File: config.mk
export PLATFORM = sky130hd
export DESIGN_NAME = lphf_fifo
export DESIGN_NICKNAME = d
export VERILOG_FILES = /design/src/linear_probe_hash_flag_table_unit_assert.svh /design/src/lphf_pkg.sv /design/src/lphf_fifo.sv
export SDC_FILE = /design/constraint.sdc
export NUM_CORES = 1
export LEC_CHECK = 0
export BUFFER_PORTS_ARGS = -buffer_cell sky130_fd_sc_hd__buf_2
export CORE_MARGIN = 2
export CORE_UTILIZATION = 35
export DETAILED_ROUTE_END_ITERATION = 10
export SYNTH_ARGS = -nofsm -noshare
export SYNTH_HDL_FRONTEND = slang
export SYNTH_SLANG_ARGS = --single-unit
File: constraint.sdc
create_clock -name clk -period 3 [get_ports clk]
set_input_delay 0.15 -clock clk [delete_from_list [all_inputs] [get_ports clk]]
set_output_delay 0.15 -clock clk [all_outputs]
set_load 0.02 [all_outputs]
File: src/linear_probe_hash_flag_table_unit_assert.svh
// Assertion macros shared by the hash table modules.
// IMPL checks the consequent in the same cycle, NEXT checks it in the following cycle.
`ifndef LINEAR_PROBE_HASH_FLAG_TABLE_UNIT_ASSERT_SVH
`define LINEAR_PROBE_HASH_FLAG_TABLE_UNIT_ASSERT_SVH

`ifndef SYNTH
`define LPHF_ASSERT_IMPL(label, clk, rst_n, ante, cons) \
  label: assert property (@(posedge clk) disable iff (!rst_n) (ante) |-> (cons)) \
    else $error("lphf assertion failed");
`define LPHF_ASSERT_NEXT(label, clk, rst_n, ante, cons) \
  label: assert property (@(posedge clk) disable iff (!rst_n) (ante) |=> (cons)) \
    else $error("lphf assertion failed");
`else
`define LPHF_ASSERT_IMPL(label, clk, rst_n, ante, cons)
`define LPHF_ASSERT_NEXT(label, clk, rst_n, ante, cons)
`endif

`endif

File: src/lphf_pkg.sv
`default_nettype none
package lphf_pkg;

  localparam int TableDepth  = 1021;
  localparam int KeyChars    = 8;
  localparam int LetterW     = 5;
  localparam int LettersW    = 40;
  localparam int LenW        = 4;
  localparam int FuncW       = 2;
  localparam int Radix       = 26;
  localparam int SlotW       = $clog2(TableDepth);
  localparam int PosW        = $clog2(KeyChars);
  // Horner step value h*26+d stays below 64*TableDepth; six restoring steps reduce it.
  localparam int ReduceSteps = 6;
  localparam int ReduceW     = SlotW + 7;
  localparam int FifoDepth   = 2;
  localparam int FifoPtrW    = $clog2(FifoDepth);
  localparam int FifoCntW    = $clog2(FifoDepth + 1);

  localparam logic [SlotW-1:0] LastSlot = SlotW'(TableDepth - 1);

  localparam logic [FuncW-1:0] FUNC_INSERT = 2'd0;
  localparam logic [FuncW-1:0] FUNC_READ   = 2'd1;
  localparam logic [FuncW-1:0] FUNC_SET    = 2'd2;

  typedef logic [KeyChars-1:0][LetterW-1:0] letter_arr_t;

  typedef struct packed {
    logic [FuncW-1:0]    func;
    logic [LettersW-1:0] key_letters;
    logic [LenW-1:0]     key_length;
  } in_item_t;

  typedef struct packed {
    logic flag;
    logic found;
    logic status;
  } out_item_t;

  // Classified operation handed from the front to the back.
  typedef struct packed {
    logic [FuncW-1:0]    func;
    logic [LettersW-1:0] letters;
    logic [LenW-1:0]     len;
    logic [SlotW-1:0]    home;
  } job_t;

  typedef struct packed {
    logic                valid;
    logic [LettersW-1:0] letters;
    logic [LenW-1:0]     len;
    logic                flag;
  } entry_t;

  typedef struct packed {
    logic clearing;
  } back_stat_t;

endpackage
`default_nettype wire

File: src/lphf_fifo.sv
`default_nettype none
module lphf_fifo (
  input  wire logic           clk,
  input  wire logic           rst_n,
  input  wire logic           push_valid,
  output logic                push_ready,
  input  wire lphf_pkg::job_t push_data,
  output logic                pop_valid,
  input  wire logic           pop_ready,
  output lphf_pkg::job_t      pop_data
);
  import lphf_pkg::*;

  job_t                slots_r [FifoDepth];
  logic [FifoPtrW-1:0] wr_ptr_r, wr_ptr_nxt;
  logic [FifoPtrW-1:0] rd_ptr_r, rd_ptr_nxt;
  logic [FifoCntW-1:0] cnt_r, cnt_nxt;
  logic                push, pop;

  assign push_ready = (cnt_r != FifoCntW'(FifoDepth));
  assign pop_valid  = (cnt_r != '0);
  assign push       = push_valid && push_ready;
  assign pop        = pop_valid && pop_ready;
  assign pop_data   = slots_r[rd_ptr_r];

  always_comb begin
    wr_ptr_nxt = wr_ptr_r;
    rd_ptr_nxt = rd_ptr_r;
    cnt_nxt    = cnt_r;
    if (push) begin
      wr_ptr_nxt = (wr_ptr_r == FifoPtrW'(FifoDepth - 1)) ? '0 : wr_ptr_r + 1'b1;
    end
    if (pop) begin
      rd_ptr_nxt = (rd_ptr_r == FifoPtrW'(FifoDepth - 1)) ? '0 : rd_ptr_r + 1'b1;
    end
    if (push && !pop) begin
      cnt_nxt = cnt_r + 1'b1;
    end else if (pop && !push) begin
      cnt_nxt = cnt_r - 1'b1;
    end
  end

  always_ff @(posedge clk) begin
    if (!rst_n) begin
      wr_ptr_r <= '0;
      rd_ptr_r <= '0;
      cnt_r    <= '0;
    end else begin
      wr_ptr_r <= wr_ptr_nxt;
      rd_ptr_r <= rd_ptr_nxt;
      cnt_r    <= cnt_nxt;
    end
  end

  always_ff @(posedge clk) begin
    if (push) begin
      slots_r[wr_ptr_r] <= push_data;
    end
  end

endmodule
`default_nettype wire

* Word level (Yosys, flattened, before mapping) *
Memories as Yosys holds them, arrays and structs flattened. A register that Yosys moved wholly into a read port is not among the register bits.
Cells that the tools add are included.

cells by class
  eq/ne operators = 1
  add/subtract/negate cells = 4
  multiplexer cells = 8
  reduce and logical (&&, ||, !) cells = 8

operators with widths
  cell                                               number
  2-to-1 mux 1 bit                                   6
  logical AND 1 bit                                  4
  2-to-1 mux 2 bit                                   2
  nonzero test 2 bit                                 2
  adder 1 bit (second input constant)                2
  adder 2 x 1 -> 2 bit (second input constant)       1
  logical NOT 1 bit                                  2
  inequality test 2 bit (second input constant)      1
  subtractor 2 x 1 -> 2 bit (second input constant)  1

storage, ports and cells
  bits in registers = 4
  memories kept = 1
  memory bits (writable) = 112
  logic and storage cells = 25
  input bits = 60

memories
  memory   words  width  read ports  clocked after memory_dff  wr ports  line             source
  slots_r  2      56     1           1                         1         lphf_fifo.sv:14  job_t slots_r [FifoDepth];

* Depth between registers and ports, before layout *
  word-level depth = 6
  depth in mapped cells = 6
  depth with buffers taken out = 6

* Worst setup path before layout *
OpenSTA, ideal clock, no wires.

  path kind = flip-flop to flip-flop
  from = reg cnt_r[0]
  to = mem slots_r[1][0] (netlist name), enable pin
  data required time = 2,580 ps
  clock period less this slack = 2,397 ps
  buffers on the path = 0
  arrival time = 1,977 ps
  cell stages (with the launch flop) = 3
  slack = 603 ps
  cell sequence = dfxtp_1 nand2b_4 and3_1

between the ends
  cells in the longest elaborated chain, start to end = 4

RTL lines
  what                                    line             source
  start, declared                         lphf_fifo.sv:17  logic [FifoCntW-1:0] cnt_r, cnt_nxt;
  start signal, assigned                  lphf_fifo.sv:51  cnt_r <= cnt_nxt;
  inequality test 2 bit                   lphf_fifo.sv:20  assign push_ready = (cnt_r != FifoCntW'(FifoDepth));
  net push_ready                          lphf_fifo.sv:6   output logic push_ready,
  logical AND 1 bit                       lphf_fifo.sv:22  assign push = push_valid && push_ready;
  2-to-1 mux 1 bit                        lphf_fifo.sv:56  if (push) begin
  2-to-1 mux 1 bit (implied by the code)  lphf_fifo.sv:57  slots_r[wr_ptr_r] <= push_data;
  end, declared                           lphf_fifo.sv:14

The timed path passes the listed nets, and every way through them passes these cells.

==> results.tsv <==
metric	value	unit
Final period util	59.51	%
CTS Root Cell	clkbuf_16	
Synth Register Bits	117	
fin. max-slew vios	0	
cell total after placement	460	
clock sink total	117	
routability congestion estimate	0.6787	
# H-tree levels	4	
Cell Count, Final, Fillers Out	545	
Max stage delay cell, worst path	mux2_2	
Worst Setup End Kind	output pin	
drt pass-1 iters	4	
clock slew seen by the registers of the worst setup and hold paths	50	ps
DRC errors left	0	
fmax	0.5602	GHz
pwr/cell area	841.5	nW/um^2
crit start category	flip-flop	
Global Route Usage Sum	12.64	%
PortBufs	117	
first-pass GRT wire length	12.08	mm
Worst Max-Slew Pin Slew	443.4	ps
Core Area	11960	um^2
outcome	complete, no violations	
CP top delay family	buffers and inverters	
total negative slack	0	ps
post-CTS setup buffers	0	
endpoints failing setup	0	
synthesized cell area	4277	um^2
RSZ-0062 raised after global routing	no	
skew final	7.823	ps
post-DP HPWL	4.769	mm
row cnt	40	
largest net degree at the start of global routing	57	
maximum clock path buffer count	2	
Hold Violations, Final	0	
share of layout cells above drive strength 1	51.64	%
worst path cell trace	buf_4, mux2_2, buf_2	
crit path max fanout	29	
die width	114.5	um
routed vias/inst	4.442	
critical path class	flip-flop to output pin	
Worst-Skew Late Latency	400	ps
YS warnings	0	
min cycle time layout	1785	ps
Final Util	51.20	%
Rel. slew slack	70.40	%
Critical Path AT	1640	ps
DR vias	2421	
initial antenna violation count	1	
Seq/Total Area, Yosys	80.98	%
syn avg cell area	21.60	um^2
total die area	13120	um^2
worst path required time	2850	ps
Layout area overhead	43.21	%
GR Overflow Total	0	
Die Ht	114.5	um
vias in the first global route	2466	
CTS buffer count	17	
Final #Nets	449	
Leakage	2.323	nW
CTS tree	done	
Initial DRC Count	142	
io pins	118	
drt total wl	7.952	mm
routed len/inst	14.59	um
synthesized net count	259	
starting density of the core	35.75	%
Crit path buffers/inverters	2	
class of the worst hold path	primary input to flip-flop	
Yosys cell types	20	
VDD IR max	339.5	uV
crit-path max cell delay	390	ps
Antenna Nets Post-Route	0	
fillcell total	983	
Pwr Total	5.154	mW
Synth Instances	198	
Max-Cap Viols	0	
## cells in the final DEF (no fill, tap or decap), drive strengths merged
cell and count:
and2 4, or3 1, mux2 56, o21ai 2, clkbuf 18, clkinv 9
dfxtp 5, inv 1, dlygate4sd3 56, ha 1, a21boi 2, xnor2 2
nand2b 1, buf 121, or2 1, and3 1, edfxtp 112, diode 1
xor2 1, a21bo 1, nand3b 1, bufinv 1
## sequential cells by signal (all words and copies together) (netlist names), named ones only
| register | flops |
|---|---|
| cnt_r | 2 |
| rd_ptr_r | 1 |
| slots_r | 112 |
| wr_ptr_r | 1 |
## routing by layer
layer	wire length [um]	up-vias	track usage [%]	part of all wire (%)
met5	0	-	0	0
met3	595	12	6.511	7.5
met1	3360	1166	14.54	42
met4	108	0	5.122	1.4
li1	-	1166	-	-
met2	3887	77	19.96	49
## synthesized netlist by cell type
cell	count	area, um^2
a21bo_2	1	10.01
a21boi_0	1	7.510
a21boi_1	1	7.510
and2_1	4	25.02
and3_1	1	6.260
buf_2	2	10.01
buf_4	4	30.03
dfxtp_1	5	100.1
edfxtp_1	112	3363
ha_1	1	12.51
inv_1	1	3.750
mux2_2	56	630.6
nand2b_4	1	13.76
nand3b_1	1	7.510
o21ai_0	1	5.000
o21ai_1	1	5.000
or2_2	1	6.260
or3_1	1	6.260
xnor2_1	2	17.52
xor2_1	1	8.760
## per-stage QoR
step	hold slack, ps	area, um^2	setup WS (ps)
4_1_cts	9.854	6122	1165
6_report	26.77	6125	1215
3_5_place_dp	341.1	5064	1234
3_3_place_gp	339.8	5064	1308
5_1_grt	28.90	6122	1115
2_1_floorplan	248.9	4277	603.1
## cell type report
class | instances | area (um^2) | share of cell area, %
tap | 147 | 183.9 | 3.003
timing repair buffer | 177 | 1201 | 19.61
antenna | 1 | 2.502 | 0.04086
inverter | 1 | 3.754 | 0.06129
clock inverter | 10 | 68.82 | 1.124
sequential | 117 | 3465 | 56.57
multi-input combinational | 74 | 770.7 | 12.58
clock buffer | 18 | 429.2 | 7.007
## report_power, final
part | internal, mW | switching, mW
logic | 0.576 | 0.766
clock network | 1.09 | 0.615
registers | 2.05 | 0.0582
## kinds of logic after synthesis
logic type | Yosys count | share of synthesized area (%)
fa+ha+maj | 1 | 0.2925
flops | 117 | 80.98
xor+xnor | 3 | 0.6145
buf+inv | 7 | 1.024
compound gates | 5 | 0.8191
mux | 56 | 14.75
simple gates | 9 | 1.522
## what timing repair did
item,CTS,global route
gates resized for setup,0,0
hold endpoints to repair,112,0
hold buffers,56,0
## final timing paths
kind | cells after the start | startpoint | end | slack [ps]
worst max-delay path | 3 | flip-flop | pop_data[18] | 1210
worst min-delay path | 2 | rst_n | rd_ptr_r$_SDFFE_PN0P_ | 30
worst min register to register | 2 | cnt_r[1]$_SDFFE_PN0P_ | cnt_r[1]$_SDFFE_PN0P_ | 560
worst max register to register | 4 | cnt_r[0]$_SDFFE_PN0P_ | slots_r[0][28]$_DFFE_PP_ | 1260
(Power assumes the default switching activity.)
