## src/linear_probe_hash_flag_table_unit_assert.svh

```systemverilog
// Assertion macros shared by the hash table modules.
// IMPL checks the consequent in the same cycle, NEXT checks it in the following cycle.
`ifndef LINEAR_PROBE_HASH_FLAG_TABLE_UNIT_ASSERT_SVH
`define LINEAR_PROBE_HASH_FLAG_TABLE_UNIT_ASSERT_SVH

`ifndef SYNTH
`define LPHF_ASSERT_IMPL(label, clk, rst_n, ante, cons) \
  label: assert property (@(posedge clk) disable iff (!rst_n) (ante) |-> (cons)) \
    else $error("lphf assertion failed");
`define LPHF_ASSERT_NEXT(label, clk, rst_n, ante, cons) \
  label: assert property (@(posedge clk) disable iff (!rst_n) (ante) |=> (cons)) \
    else $error("lphf assertion failed");
`else
`define LPHF_ASSERT_IMPL(label, clk, rst_n, ante, cons)
`define LPHF_ASSERT_NEXT(label, clk, rst_n, ante, cons)
`endif

`endif

```

## src/lphf_pkg.sv

```systemverilog
`default_nettype none
package lphf_pkg;

  localparam int TableDepth  = 1021;
  localparam int KeyChars    = 8;
  localparam int LetterW     = 5;
  localparam int LettersW    = 40;
  localparam int LenW        = 4;
  localparam int FuncW       = 2;
  localparam int Radix       = 26;
  localparam int SlotW       = $clog2(TableDepth);
  localparam int PosW        = $clog2(KeyChars);
  // Horner step value h*26+d stays below 64*TableDepth; six restoring steps reduce it.
  localparam int ReduceSteps = 6;
  localparam int ReduceW     = SlotW + 7;
  localparam int FifoDepth   = 2;
  localparam int FifoPtrW    = $clog2(FifoDepth);
  localparam int FifoCntW    = $clog2(FifoDepth + 1);

  localparam logic [SlotW-1:0] LastSlot = SlotW'(TableDepth - 1);

  localparam logic [FuncW-1:0] FUNC_INSERT = 2'd0;
  localparam logic [FuncW-1:0] FUNC_READ   = 2'd1;
  localparam logic [FuncW-1:0] FUNC_SET    = 2'd2;

  typedef logic [KeyChars-1:0][LetterW-1:0] letter_arr_t;

  typedef struct packed {
    logic [FuncW-1:0]    func;
    logic [LettersW-1:0] key_letters;
    logic [LenW-1:0]     key_length;
  } in_item_t;

  typedef struct packed {
    logic flag;
    logic found;
    logic status;
  } out_item_t;

  // Classified operation handed from the front to the back.
  typedef struct packed {
    logic [FuncW-1:0]    func;
    logic [LettersW-1:0] letters;
    logic [LenW-1:0]     len;
    logic [SlotW-1:0]    home;
  } job_t;

  typedef struct packed {
    logic                valid;
    logic [LettersW-1:0] letters;
    logic [LenW-1:0]     len;
    logic                flag;
  } entry_t;

  typedef struct packed {
    logic clearing;
  } back_stat_t;

endpackage
`default_nettype wire

```

## src/lphf_front.sv

```systemverilog
`default_nettype none
`include "linear_probe_hash_flag_table_unit_assert.svh"
module lphf_front (
  input  wire logic              clk,
  input  wire logic              rst_n,
  input  wire logic              in_valid,
  output logic                   in_stall,
  input  wire lphf_pkg::in_item_t in_data,
  input  wire lphf_pkg::back_stat_t back_stat,
  output logic                   push_valid,
  input  wire logic              push_ready,
  output lphf_pkg::job_t         push_data
);
  import lphf_pkg::*;

  typedef enum logic [2:0] {
    F_IDLE = 3'b001,
    F_HASH = 3'b010,
    F_PUSH = 3'b100
  } front_state_t;

  front_state_t      state_r, state_nxt;
  job_t              job_r, job_nxt;
  logic [PosW-1:0]   pos_r, pos_nxt;
  logic [LenW-1:0]   len_c;
  letter_arr_t       letters_c;
  letter_arr_t       key_arr;

  // One Horner digit: (h*26 + d) mod TableDepth by restoring subtraction.
  function automatic logic [SlotW-1:0] horner_step(input logic [SlotW-1:0] h,
                                                   input logic [LetterW-1:0] d);
    logic [ReduceW-1:0] x;
    x = ReduceW'(h) * ReduceW'(Radix) + ReduceW'(d);
    for (int k = ReduceSteps - 1; k >= 0; k--) begin
      if (x >= (ReduceW'(TableDepth) << k)) begin
        x = x - (ReduceW'(TableDepth) << k);
      end
    end
    return x[SlotW-1:0];
  endfunction

  assign key_arr    = job_r.letters;
  assign in_stall   = (state_r != F_IDLE) || back_stat.clearing;
  assign push_valid = (state_r == F_PUSH);
  assign push_data  = job_r;

  always_comb begin
    state_nxt = state_r;
    job_nxt   = job_r;
    pos_nxt   = pos_r;
    len_c     = in_data.key_length;
    letters_c = in_data.key_letters;
    if (len_c == '0) begin
      len_c = LenW'(1);
    end else if (len_c > LenW'(KeyChars)) begin
      len_c = LenW'(KeyChars);
    end
    // drop letters past the effective length
    for (int i = 0; i < KeyChars; i++) begin
      if (LenW'(i) >= len_c) begin
        letters_c[i] = '0;
      end
    end
    unique case (state_r)
      F_IDLE: begin
        if (in_valid && !in_stall) begin
          job_nxt.func    = in_data.func;
          job_nxt.letters = letters_c;
          job_nxt.len     = len_c;
          job_nxt.home    = '0;
          pos_nxt         = PosW'(len_c - LenW'(1));
          state_nxt       = F_HASH;
        end
      end
      F_HASH: begin
        // most significant letter first
        job_nxt.home = horner_step(job_r.home, key_arr[pos_r]);
        if (pos_r == '0) begin
          state_nxt = F_PUSH;
        end else begin
          pos_nxt = pos_r - 1'b1;
        end
      end
      F_PUSH: begin
        if (push_ready) begin
          state_nxt = F_IDLE;
        end
      end
      default: state_nxt = F_IDLE;
    endcase
  end

  always_ff @(posedge clk) begin
    if (!rst_n) begin
      state_r <= F_IDLE;
    end else begin
      state_r <= state_nxt;
    end
  end

  always_ff @(posedge clk) begin
    job_r <= job_nxt;
    pos_r <= pos_nxt;
  end

  `LPHF_ASSERT_NEXT(a_accept_starts_hash, clk, rst_n, in_valid && !in_stall, state_r == F_HASH)
  `LPHF_ASSERT_NEXT(a_key_held_in_hash, clk, rst_n, state_r == F_HASH, $stable(job_r.len))
  `LPHF_ASSERT_NEXT(a_push_frees_front, clk, rst_n, push_valid && push_ready, state_r == F_IDLE)

endmodule
`default_nettype wire

```

## config.mk

```make
export PLATFORM = sky130hd
export DESIGN_NAME = lphf_front
export DESIGN_NICKNAME = d
export VERILOG_FILES = /design/src/lphf_pkg.sv /design/src/lphf_front.sv
export VERILOG_INCLUDE_DIRS = /design/src /design/src/src
export SDC_FILE = /design/constraint.sdc
export NUM_CORES = 1
export LEC_CHECK = 0
export BUFFER_PORTS_ARGS = -buffer_cell sky130_fd_sc_hd__buf_2
export CORE_MARGIN = 4
export CORE_UTILIZATION = 58
export CTS_CLUSTER_DIAMETER = 30
export DETAILED_ROUTE_END_ITERATION = 7
export PLACE_DENSITY_LB_ADDON = 0.3
export SYNTH_ARGS = -nofsm -noshare
export SYNTH_HDL_FRONTEND = slang
export SYNTH_SLANG_ARGS = --single-unit
```

## constraint.sdc

```tcl
create_clock -name clk -period 10.9 [get_ports clk]
set_input_delay 2.18 -clock clk [delete_from_list [all_inputs] [get_ports clk]]
set_output_delay 2.18 -clock clk [all_outputs]
set_load 0.02 [all_outputs]
```

Word-level counts from Yosys, hierarchy flattened
Index checks and enable logic that the tools add are counted.
{"block": "totals", "regBits": 62, "out_inout_bits": 58, "elab_cells": 81}
{"block": "op_classes", "add_sub_neg": 9, "mul": 1, "magnitude_cmp": 16, "eq_ne": 8, "n_mux": 24, "reduce_logical": 10}
{"cell": "two-way mux 17 bit", "count": 10}
{"cell": "two-way mux 10 bit", "count": 2}
{"cell": "one-hot mux 10 bit (2 select lines)", "count": 1}
{"cell": ">= comparator 17 x 10 -> 1 bit, second input constant", "count": 1}
{"cell": ">= comparator 17 x 11 -> 1 bit, second input constant", "count": 1}
{"cell": ">= comparator 17 x 12 -> 1 bit, second input constant", "count": 1}
{"cell": ">= comparator 17 x 13 -> 1 bit, second input constant", "count": 1}
{"cell": ">= comparator 17 x 14 -> 1 bit, second input constant", "count": 1}
{"cell": "subtractor 16 x 15 -> 17 bit, second input constant", "count": 1}
{"cell": "subtractor 17 x 11 -> 17 bit, second input constant", "count": 1}
{"cell": "subtractor 17 x 12 -> 17 bit, second input constant", "count": 1}
{"cell": "subtractor 17 x 13 -> 17 bit, second input constant", "count": 1}
{"cell": "subtractor 17 x 14 -> 17 bit, second input constant", "count": 1}
{"cell": "adder 15 x 5 -> 16 bit", "count": 1}
{"cell": ">= comparator 16 x 15 -> 1 bit, second input constant", "count": 1}
{"cell": ">= comparator 3 x 4 -> 1 bit, first input constant", "count": 4}
{"cell": "binary-select mux 5 bit (select 3 bit)", "count": 1}
{"cell": "two-way mux 3 bit", "count": 5}
{"cell": "multiplier 10 x 4 -> 14 bit, second input constant", "count": 1}
{"cell": "subtractor 10 bit, second input constant", "count": 1}
{"cell": "one-hot mux 3 bit (3 select lines)", "count": 1}
{"cell": ">= comparator 1 x 4 -> 1 bit, first input constant", "count": 2}
{"cell": ">= comparator 2 x 4 -> 1 bit, first input constant", "count": 2}
{"cell": "two-way mux 4 bit", "count": 2}
{"cell": "other kinds (19)", "count": 24}

Longest topological paths before layout
Gate-level depths: netlist of run 1.
{"block": "depth", "depth_word": 21, "ltp_mapped": 34, "ltp_nobuf": 29}

Worst setup path after synthesis of run 1
No wires, ideal clock.
{"block": "synth_timing", "path_type": "reg-to-reg", "start": "reg pos_r[0]", "end": "reg job_r (netlist bit push_data[3]) (data pin)", "setup_ns": 0.269, "arrival_time_ns": 7.947, "required_time_ns": 10.631, "slack_ns": 2.684, "path_stages_with_launch": 33, "path_buffers": 3, "period_less_slack_ns": 8.216, "path_cell_list": "edfxtp_1 > buf_1 > mux4_2 > mux2_2 > ha_1 > fa_1 > a211oi_1 > o21bai_1 > xnor2_1 > inv_1 > ha_1 > nor2_1 > nand3_1 > o21ai_0 > o2111ai_1 > a21boi_1 > a2111oi_2 > and4_1 > o21ai_1 > buf_4 > o2111a_1 > nor2_1 > and3_2 > a31oi_4 > maj3_2 > a21oi_1 > nor4b_4 > a211o_1 > a2111oi_4 > a31o_1 > buf_6 > nand2_1 > nor3b_2"}
{"block": "synth_between", "elab_chain_cells": 21}
{"item": "start, declared", "line_no": "lphf_front.sv:24", "rtl": "logic [PosW-1:0] pos_r, pos_nxt;"}
{"item": "start signal, assigned", "line_no": "lphf_front.sv:103", "rtl": "pos_r <= pos_nxt;"}
{"item": "binary-select mux 5 bit (select 3 bit) *", "line_no": "lphf_front.sv:77", "rtl": "job_nxt.home = horner_step(job_r.home, key_arr[pos_r]);"}
{"item": "two-way mux 5 bit (implied by the code) *", "line_no": "lphf_front.sv:77"}
{"item": "adder 15 x 5 -> 16 bit *", "line_no": "lphf_front.sv:33", "rtl": "x = ReduceW'(h) * ReduceW'(Radix) + ReduceW'(d);"}
{"item": "subtractor 16 x 15 -> 17 bit or >= comparator 16 x 15 -> 1 bit (tied branches)", "line_no": "lphf_front.sv:36, lphf_front.sv:35"}
{"item": "two-way mux 17 bit *", "line_no": "lphf_front.sv:35", "rtl": "if (x >= (ReduceW'(TableDepth) << k)) begin"}
{"item": "two-way mux 17 bit *", "line_no": "lphf_front.sv:64", "rtl": "unique case (state_r)"}
{"item": "subtractor 17 x 14 -> 17 bit or >= comparator 17 x 14 -> 1 bit (tied branches)", "line_no": "lphf_front.sv:36, lphf_front.sv:35"}
{"item": "two-way mux 17 bit *", "line_no": "lphf_front.sv:35"}
{"item": "[... 5 more ...]"}
{"item": "two-way mux 17 bit *", "line_no": "lphf_front.sv:35"}
{"item": "two-way mux 17 bit *", "line_no": "lphf_front.sv:64"}
{"item": "subtractor 17 x 11 -> 17 bit or >= comparator 17 x 11 -> 1 bit (tied branches)", "line_no": "lphf_front.sv:36, lphf_front.sv:35"}
{"item": "two-way mux 17 bit *", "line_no": "lphf_front.sv:35"}
{"item": "two-way mux 17 bit *", "line_no": "lphf_front.sv:64"}
{"item": ">= comparator 17 x 10 -> 1 bit or subtractor 10 bit (tied branches)", "line_no": "lphf_front.sv:35, lphf_front.sv:36"}
{"item": "two-way mux 10 bit *", "line_no": "lphf_front.sv:35"}
{"item": "one-hot mux 10 bit (2 select lines) *", "line_no": "lphf_front.sv:64"}
{"item": "end signal, assigned", "line_no": "lphf_front.sv:102", "rtl": "job_r <= job_nxt;"}
{"item": "end, declared", "line_no": "lphf_front.sv:23", "rtl": "job_t job_r, job_nxt;"}
Every way passes the cells marked *; elsewhere a longest branch is shown, timed or not. The select of a mux whose other input is x is not followed.
A chain may end at the register's enable or synchronous reset.

Worst setup path in the final report of run 1
Same ends and word-level chain as after synthesis.

==> results.md, run 1 <==
- Slowest stage delay, CP: 0.80 ns
- RSZ-0062 raised after global routing: false
- Core Box Area: 10,300 sq um
- HP Start: state_r[2]
- Switching share of power: 54.5%
- Crit-path slowest cell: edfxtp_1
- Grt ovf: 0
- Asr flop ratio synth: 0%
- Max-slew headroom: 38.5%
- Gr usage total: 25.8%
- CP endpoint kind: flop
- Port Buf Inserts: 108
- DR pass1 iterations: 5
- Syn-to-layout area delta: 11.9%
- Fin. Hold Viols: 0
- Placed Instances: 859
- Synth Area per Inst: 9.46 sq um
- Crit Path Max Fanout: 16
- Maximum clock rate: 101 MHz
- Initial DRC count: 387
- Vias in the first global route: 5,460
- Period utilization: 90.7%
- # setup viols final: 0
- Outcome: completed
- Via Count: 5,621
- Largest net degree at the start of global routing: 47
- Peak VDD IR: 0.156 mV
- Hold Crit Depth: 1
- Post-DP HPWL: 12,700 um
- ANT cells: 0
- Power per cell area: 295 nW/um^2
- Top-count cell post-synth: edfxtp_1
- Cts repair resizes: 0
- Routed WL per cell: 18.4 um
- Die X: 111 um
- H-tree lvl count: 3
- Std cell rows: 37
- Top cell type by total area after synthesis: edfxtp_1
- DRC: 0
- Post-synthesis sequential area ratio: 30.0%
- Clock buffer depth: 2
- Setup WS pre-CTS: 1.18 ns
- Final WS setup: 1.01 ns
- Combinational power share: 75.2%
- Yosys reg bits: 62
- Hold Crit Class: flop to flop
- Worst-Skew Late Latency: 0.35 ns
- Starting density of the core: 59.4%
- Antenna violations before repair: 0
- Final Slew Violations: 0
- Cells after Synth: 645
- Vias per cell: 6.42
- Cts hold-fix bufs: 0
- CTS root buffer: clkbuf_8
- Net Sw Power: 0.00110 W
- Cell Area, Synth: 6100 sq um
- Crit path launch type: flop
- Final instance area: 6830 sq um
- Gpl congestion: 0.904
- Clock power frac: 9.8%
- Total nets after synthesis: 734
- CTS tree: yes
- Final std cells w/o fill: 875
- Total CTS buffers: 9
- Worst R2R Start: pos_r[0]
- Crit Path Category: flop to flop
- Required @ worst endpoint: 10.98 ns
- Total Die Area: 12,200 sq um
- Reg2Reg Depth: 29
- Total clock sinks: 62
- Int Power: 0.000916 W
- Area after DPL: 6640 sq um
- Fill count: 804
- Post-route minimum period: 9.89 ns
- Final wirelength: 16,100 um
- Synth top area cells: edfxtp_1 (29%), ha_1 (6.2%), mux4_2 (3.7%), a21oi_1 (3.3%), nor2b_1 (2.9%)
- Hold EP: state_r[1]
- Die height: 111 um
- Post-synth cell types: 99
- Max-cap violations: 0
- Postcts setup bufs: 0
- Leak: 2.75 nW
- YS warnings: 0
- Worst reg2reg endpoint: push_data[3]
- Worst Skew: 0.0109 ns
- First-pass GRT wire length: 26,400 um
- Worst reg-to-reg setup slack: 1.01 ns
- Clock slew at reported path FFs: 0.08 ns
- Top cells by instance count after synthesis: edfxtp_1 (59), nand2_1 (44), nor2_1 (44), a21oi_1 (40)
- Share of cells above drive strength 1: 23.7%
- Seq pwr share: 15.0%
- Critical path arrival: 9.97 ns
- Worst-Margin Slew: 0.915 ns
- Routed Antenna Nets: 0
- Setup tns final: 0 ns
- Yosys top cell area share: 29.0%
- NumNets Final: 823
- EDFF count, synth: 59
- Post-synth top flop: edfxtp_1
- I/O Pins: 109
## power groups by stage
stage | sequential [W] | clock (W) | combinational (W)
after detailed placement | 0.000306 | 0 | 0.00147
after global routing | 0.000304 | 0.000211 | 0.00165
after floorplan | 0.000316 | 0 | 0.00124
final | 0.000302 | 0.000197 | 0.00151
after CTS | 0.000301 | 0.000198 | 0.00148
after global placement | 0.000306 | 0 | 0.00144
## cell type report
class                           count  area, sq um  share of cell area [%]
Inverter                           30          113                    1.65
Multi-Input combinational cell    522         3970                    58.2
Tap cell                          136          170                    2.49
Timing Repair Buffer              109          548                    8.03
Sequential cell                    62         1830                    26.8
Clock buffer                       11          131                    1.92
Clock inverter                      5         58.8                   0.861
## routing by layer
metal  part of all wire, %  wire (um)  GRT usage (%)
met1                    42       6770           32.7
met2                    49       7960           44.3
met4                   2.4        388           7.72
met5                     0          0              0
met3                   6.1        977           5.42
## critical path: cells and delay by family (launching register included)
family          cells  cell delay (ns)
flops               1             0.80
compound gates     17             5.36
simple gates        5             1.24
buf+inv             1             0.13
xor+xnor            1             0.32
fa+ha+maj           3             0.90
mux                 2             0.88
## registers in the layout, summed over array words and instances (netlist names)
name       cells
key_arr       40
pos_r          3
push_data     16
state_r        3
## how the worst max path moves through the flow
stage,to,start
floorplan,push_data[3],pos_r[0]
global placement,push_data[3],pos_r[0]
detailed placement,push_data[3],pos_r[0]
CTS,push_data[3],pos_r[0]
global route,push_data[3],pos_r[0]
finish,push_data[3],pos_r[0]
## layout by cell type (no fill, tap or decap), drive strengths merged, types with 6 or more instances in the layout
| master | instances |
|---|---|
| o21a | 7 |
| nand3 | 26 |
| ha | 30 |
| buf | 109 |
| nor3b | 6 |
| mux2i | 6 |
| and2 | 19 |
| xnor2 | 21 |
| o211ai | 8 |
| nor3 | 19 |
| nor2 | 44 |
| mux2 | 8 |
| nor2b | 28 |
| a211oi | 12 |
| clkbuf | 11 |
| xor2 | 12 |
| and3 | 14 |
| a31oi | 12 |
| mux4 | 10 |
| nor4 | 6 |
| o21ai | 31 |
| inv | 30 |
| nand2 | 44 |
| o2111ai | 6 |
| a21o | 11 |
| nand4 | 8 |
| or3 | 9 |
| a21oi | 41 |
| edfxtp | 59 |
| fa | 8 |
## cell families (layout without fill, tap and decap cells)
family | after synthesis | count (layout) | synth area share [%]
AND/OR/NAND/NOR | 247 | 247 | 22.1
AO/OA/AOI/OAI | 178 | 178 | 22.5
flip-flops | 62 | 62 | 30.0
buffers and inverters | 61 | 155 | 4.84
adder cells (fa/ha/maj) | 39 | 39 | 8.96
XOR/XNOR | 34 | 34 | 5.23
multiplexers | 24 | 24 | 6.28
## per-stage QoR
| stage | hold slack, ns | util [%] | power (W) |
|---|---|---|---|
| floorplan | 0.502 | - | 0.00156 |
| global placement | 0.543 | 64.6 | 0.00175 |
| detailed placement | 0.560 | 64.6 | 0.00178 |
| CTS | 0.575 | 66.4 | 0.00198 |
| global route | 0.620 | 66.4 | 0.00216 |
| finish | 0.579 | 66.4 | 0.00201 |
Note: power is estimated with default switching activity, not from simulation.
==> inputs of run 2 (changes only) <==
--- a/config.mk
+++ b/config.mk
@@ -7,6 +7,7 @@
 export NUM_CORES = 1
 export LEC_CHECK = 0
 export BUFFER_PORTS_ARGS = -buffer_cell sky130_fd_sc_hd__buf_2
+export CORE_ASPECT_RATIO = 0.75
 export CORE_MARGIN = 4
 export CORE_UTILIZATION = 58
 export CTS_CLUSTER_DIAMETER = 30
@@ -15,3 +16,4 @@
 export SYNTH_ARGS = -nofsm -noshare
 export SYNTH_HDL_FRONTEND = slang
 export SYNTH_SLANG_ARGS = --single-unit
+export TNS_END_PERCENT = 5
==> results.md, run 2 (synthesis gave the netlist of run 1 again) <==
- Outcome: completed
- Placed Instances: 859
- ANT cells: 0
- Routed Antenna Nets: 0
- Gr usage total: 27.5%
- Total power draw: 0.00212 W
- Power per cell area: 305 nW/um^2
- Port Buf Inserts: 108
- Total Die Area: 12,200 sq um
- Cts hold-fix bufs: 0
- Maximum clock rate: 100 MHz
- Setup WS pre-CTS: 1.11 ns
- Vias in the first global route: 5,392
- Worst-Margin Slew: 1.03 ns
- Share of cells above drive strength 1: 24.0%
- Std cell rows: 32
- Syn-to-layout area delta: 13.9%
- Post-route minimum period: 9.99 ns
- NumNets Final: 823
- Leak: 2.81 nW
- Commonest cells after routing, fill and taps aside: buf_2 (108), edfxtp_1 (59), nor2_1 (44), nand2_1 (44), a21oi_1 (40)
- CTS tree: yes
- Crit-path slowest cell: edfxtp_1
- DR pass1 iterations: 5
- Vias per cell: 6.48
- Post-DP HPWL: 13,100 um
- Required @ worst endpoint: 10.97 ns
- Final WS setup: 0.906 ns
- Gpl congestion: 0.910
- CTS root buffer: clkbuf_16
- Critical path arrival: 10.06 ns
- H-tree lvl count: 3
- RSZ-0062 raised after global routing: false
- Commonest non-fill, non-tap cell in the layout: buf_2
- Max-cap violations: 0
- Largest net degree at the start of global routing: 47
- Crit Path Max Fanout: 16
- DRC: 0
- Peak VDD IR: 0.210 mV
- Final Slew Violations: 0
- Clock slew at reported path FFs: 0.05 ns
- Routed WL per cell: 19.3 um
- Clock buffer depth: 2
- Worst-Skew Late Latency: 0.33 ns
- Crit Path Category: flop to flop
- Die height: 96.8 um
- Grt ovf: 0
- Crit path launch type: flop
- Starting density of the core: 59.3%
- Setup tns final: 0 ns
- Die X: 126 um
- Hold Crit Class: flop to flop
- Fin. Hold Viols: 0
- Final std cells w/o fill: 875
- Final wirelength: 16,900 um
- Period utilization: 91.7%
- Cts repair resizes: 0
- Max reg flops: 40
- Via Count: 5,671
- # setup viols final: 0
- Max-slew headroom: 30.7%
- CP endpoint kind: flop
- Total clock sinks: 62
- Worst Skew: 0.00660 ns
- Hold slack: 0.574 ns
- Postcts setup bufs: 0
- I/O Pins: 109
- First-pass GRT wire length: 27,400 um
- Antenna violations before repair: 0
- Core Box Area: 10,300 sq um
- Slowest stage delay, CP: 0.80 ns
- Initial DRC count: 484
- Total CTS buffers: 9
## run 2: changes by cell type in the layout (fill, tap and decap cells not counted)
cell / previous run / this run
clkbuf_1: 2 / 1
clkbuf_16: 0 / 9
clkbuf_8: 9 / 3
clkinv_1: 2 / 1
clkinv_2: 0 / 1
clkinv_4: 1 / 0
inv_6: 1 / 0
## run 2: worst max-delay path: cells and delay by family, from the launching register on
kind | cells | cell delay, ns
DFF | 1 | 0.80
xor gates and xnor gates | 1 | 0.32
muxes | 2 | 0.87
adders and majority gates | 4 | 1.28
AOI/OAI and AO/OA | 15 | 4.95
and+or+nand+nor | 6 | 1.35
buffers and inverters | 1 | 0.13
## run 2: layout make-up
class | instances | area (sq um)
multi-input cells | 522 | 3970
clock inverters | 3 | 42.5
clock buffers | 13 | 270
flip-flops and latches | 62 | 1830
well taps | 136 | 170
repair buffers | 109 | 548
inverters | 30 | 113
fillers | 795 | 3340
## run 2: report_power, final
group          total (W)  switching, W  internal, W
clock network   0.000296      0.000101     0.000195
registers       0.000302     0.0000178     0.000284
logic            0.00152      0.000993     0.000527
## run 2: final timing paths
kind                                 start      endpoint  slack (ns)  cells after the start
worst max-delay path              pos_r[0]  push_data[3]        0.91                     29
worst min-delay path            state_r[2]    state_r[1]        0.57                      1
worst min register to register  state_r[2]    state_r[1]        0.57                      1
worst max register to register    pos_r[0]  push_data[3]        0.91                     29
## run 2: per-stage QoR
step                utilization (%)  instance area, sq um
global route                   67.5                  6950
CTS                            67.5                  6950
global placement               64.5                  6640
finish                         67.5                  6950
floorplan                         -                  6100
detailed placement             64.5                  6640
## run 2: per-layer routing
layer	share of wire (%)	routed length, um	vias up	track usage [%]
met2	47	7890	241	43.0
met5	0	0	-	0
li1	-	-	2634	-
met3	7.6	1290	35	5.68
met1	43	7300	2761	38.2
met4	2.5	423	0	8.82
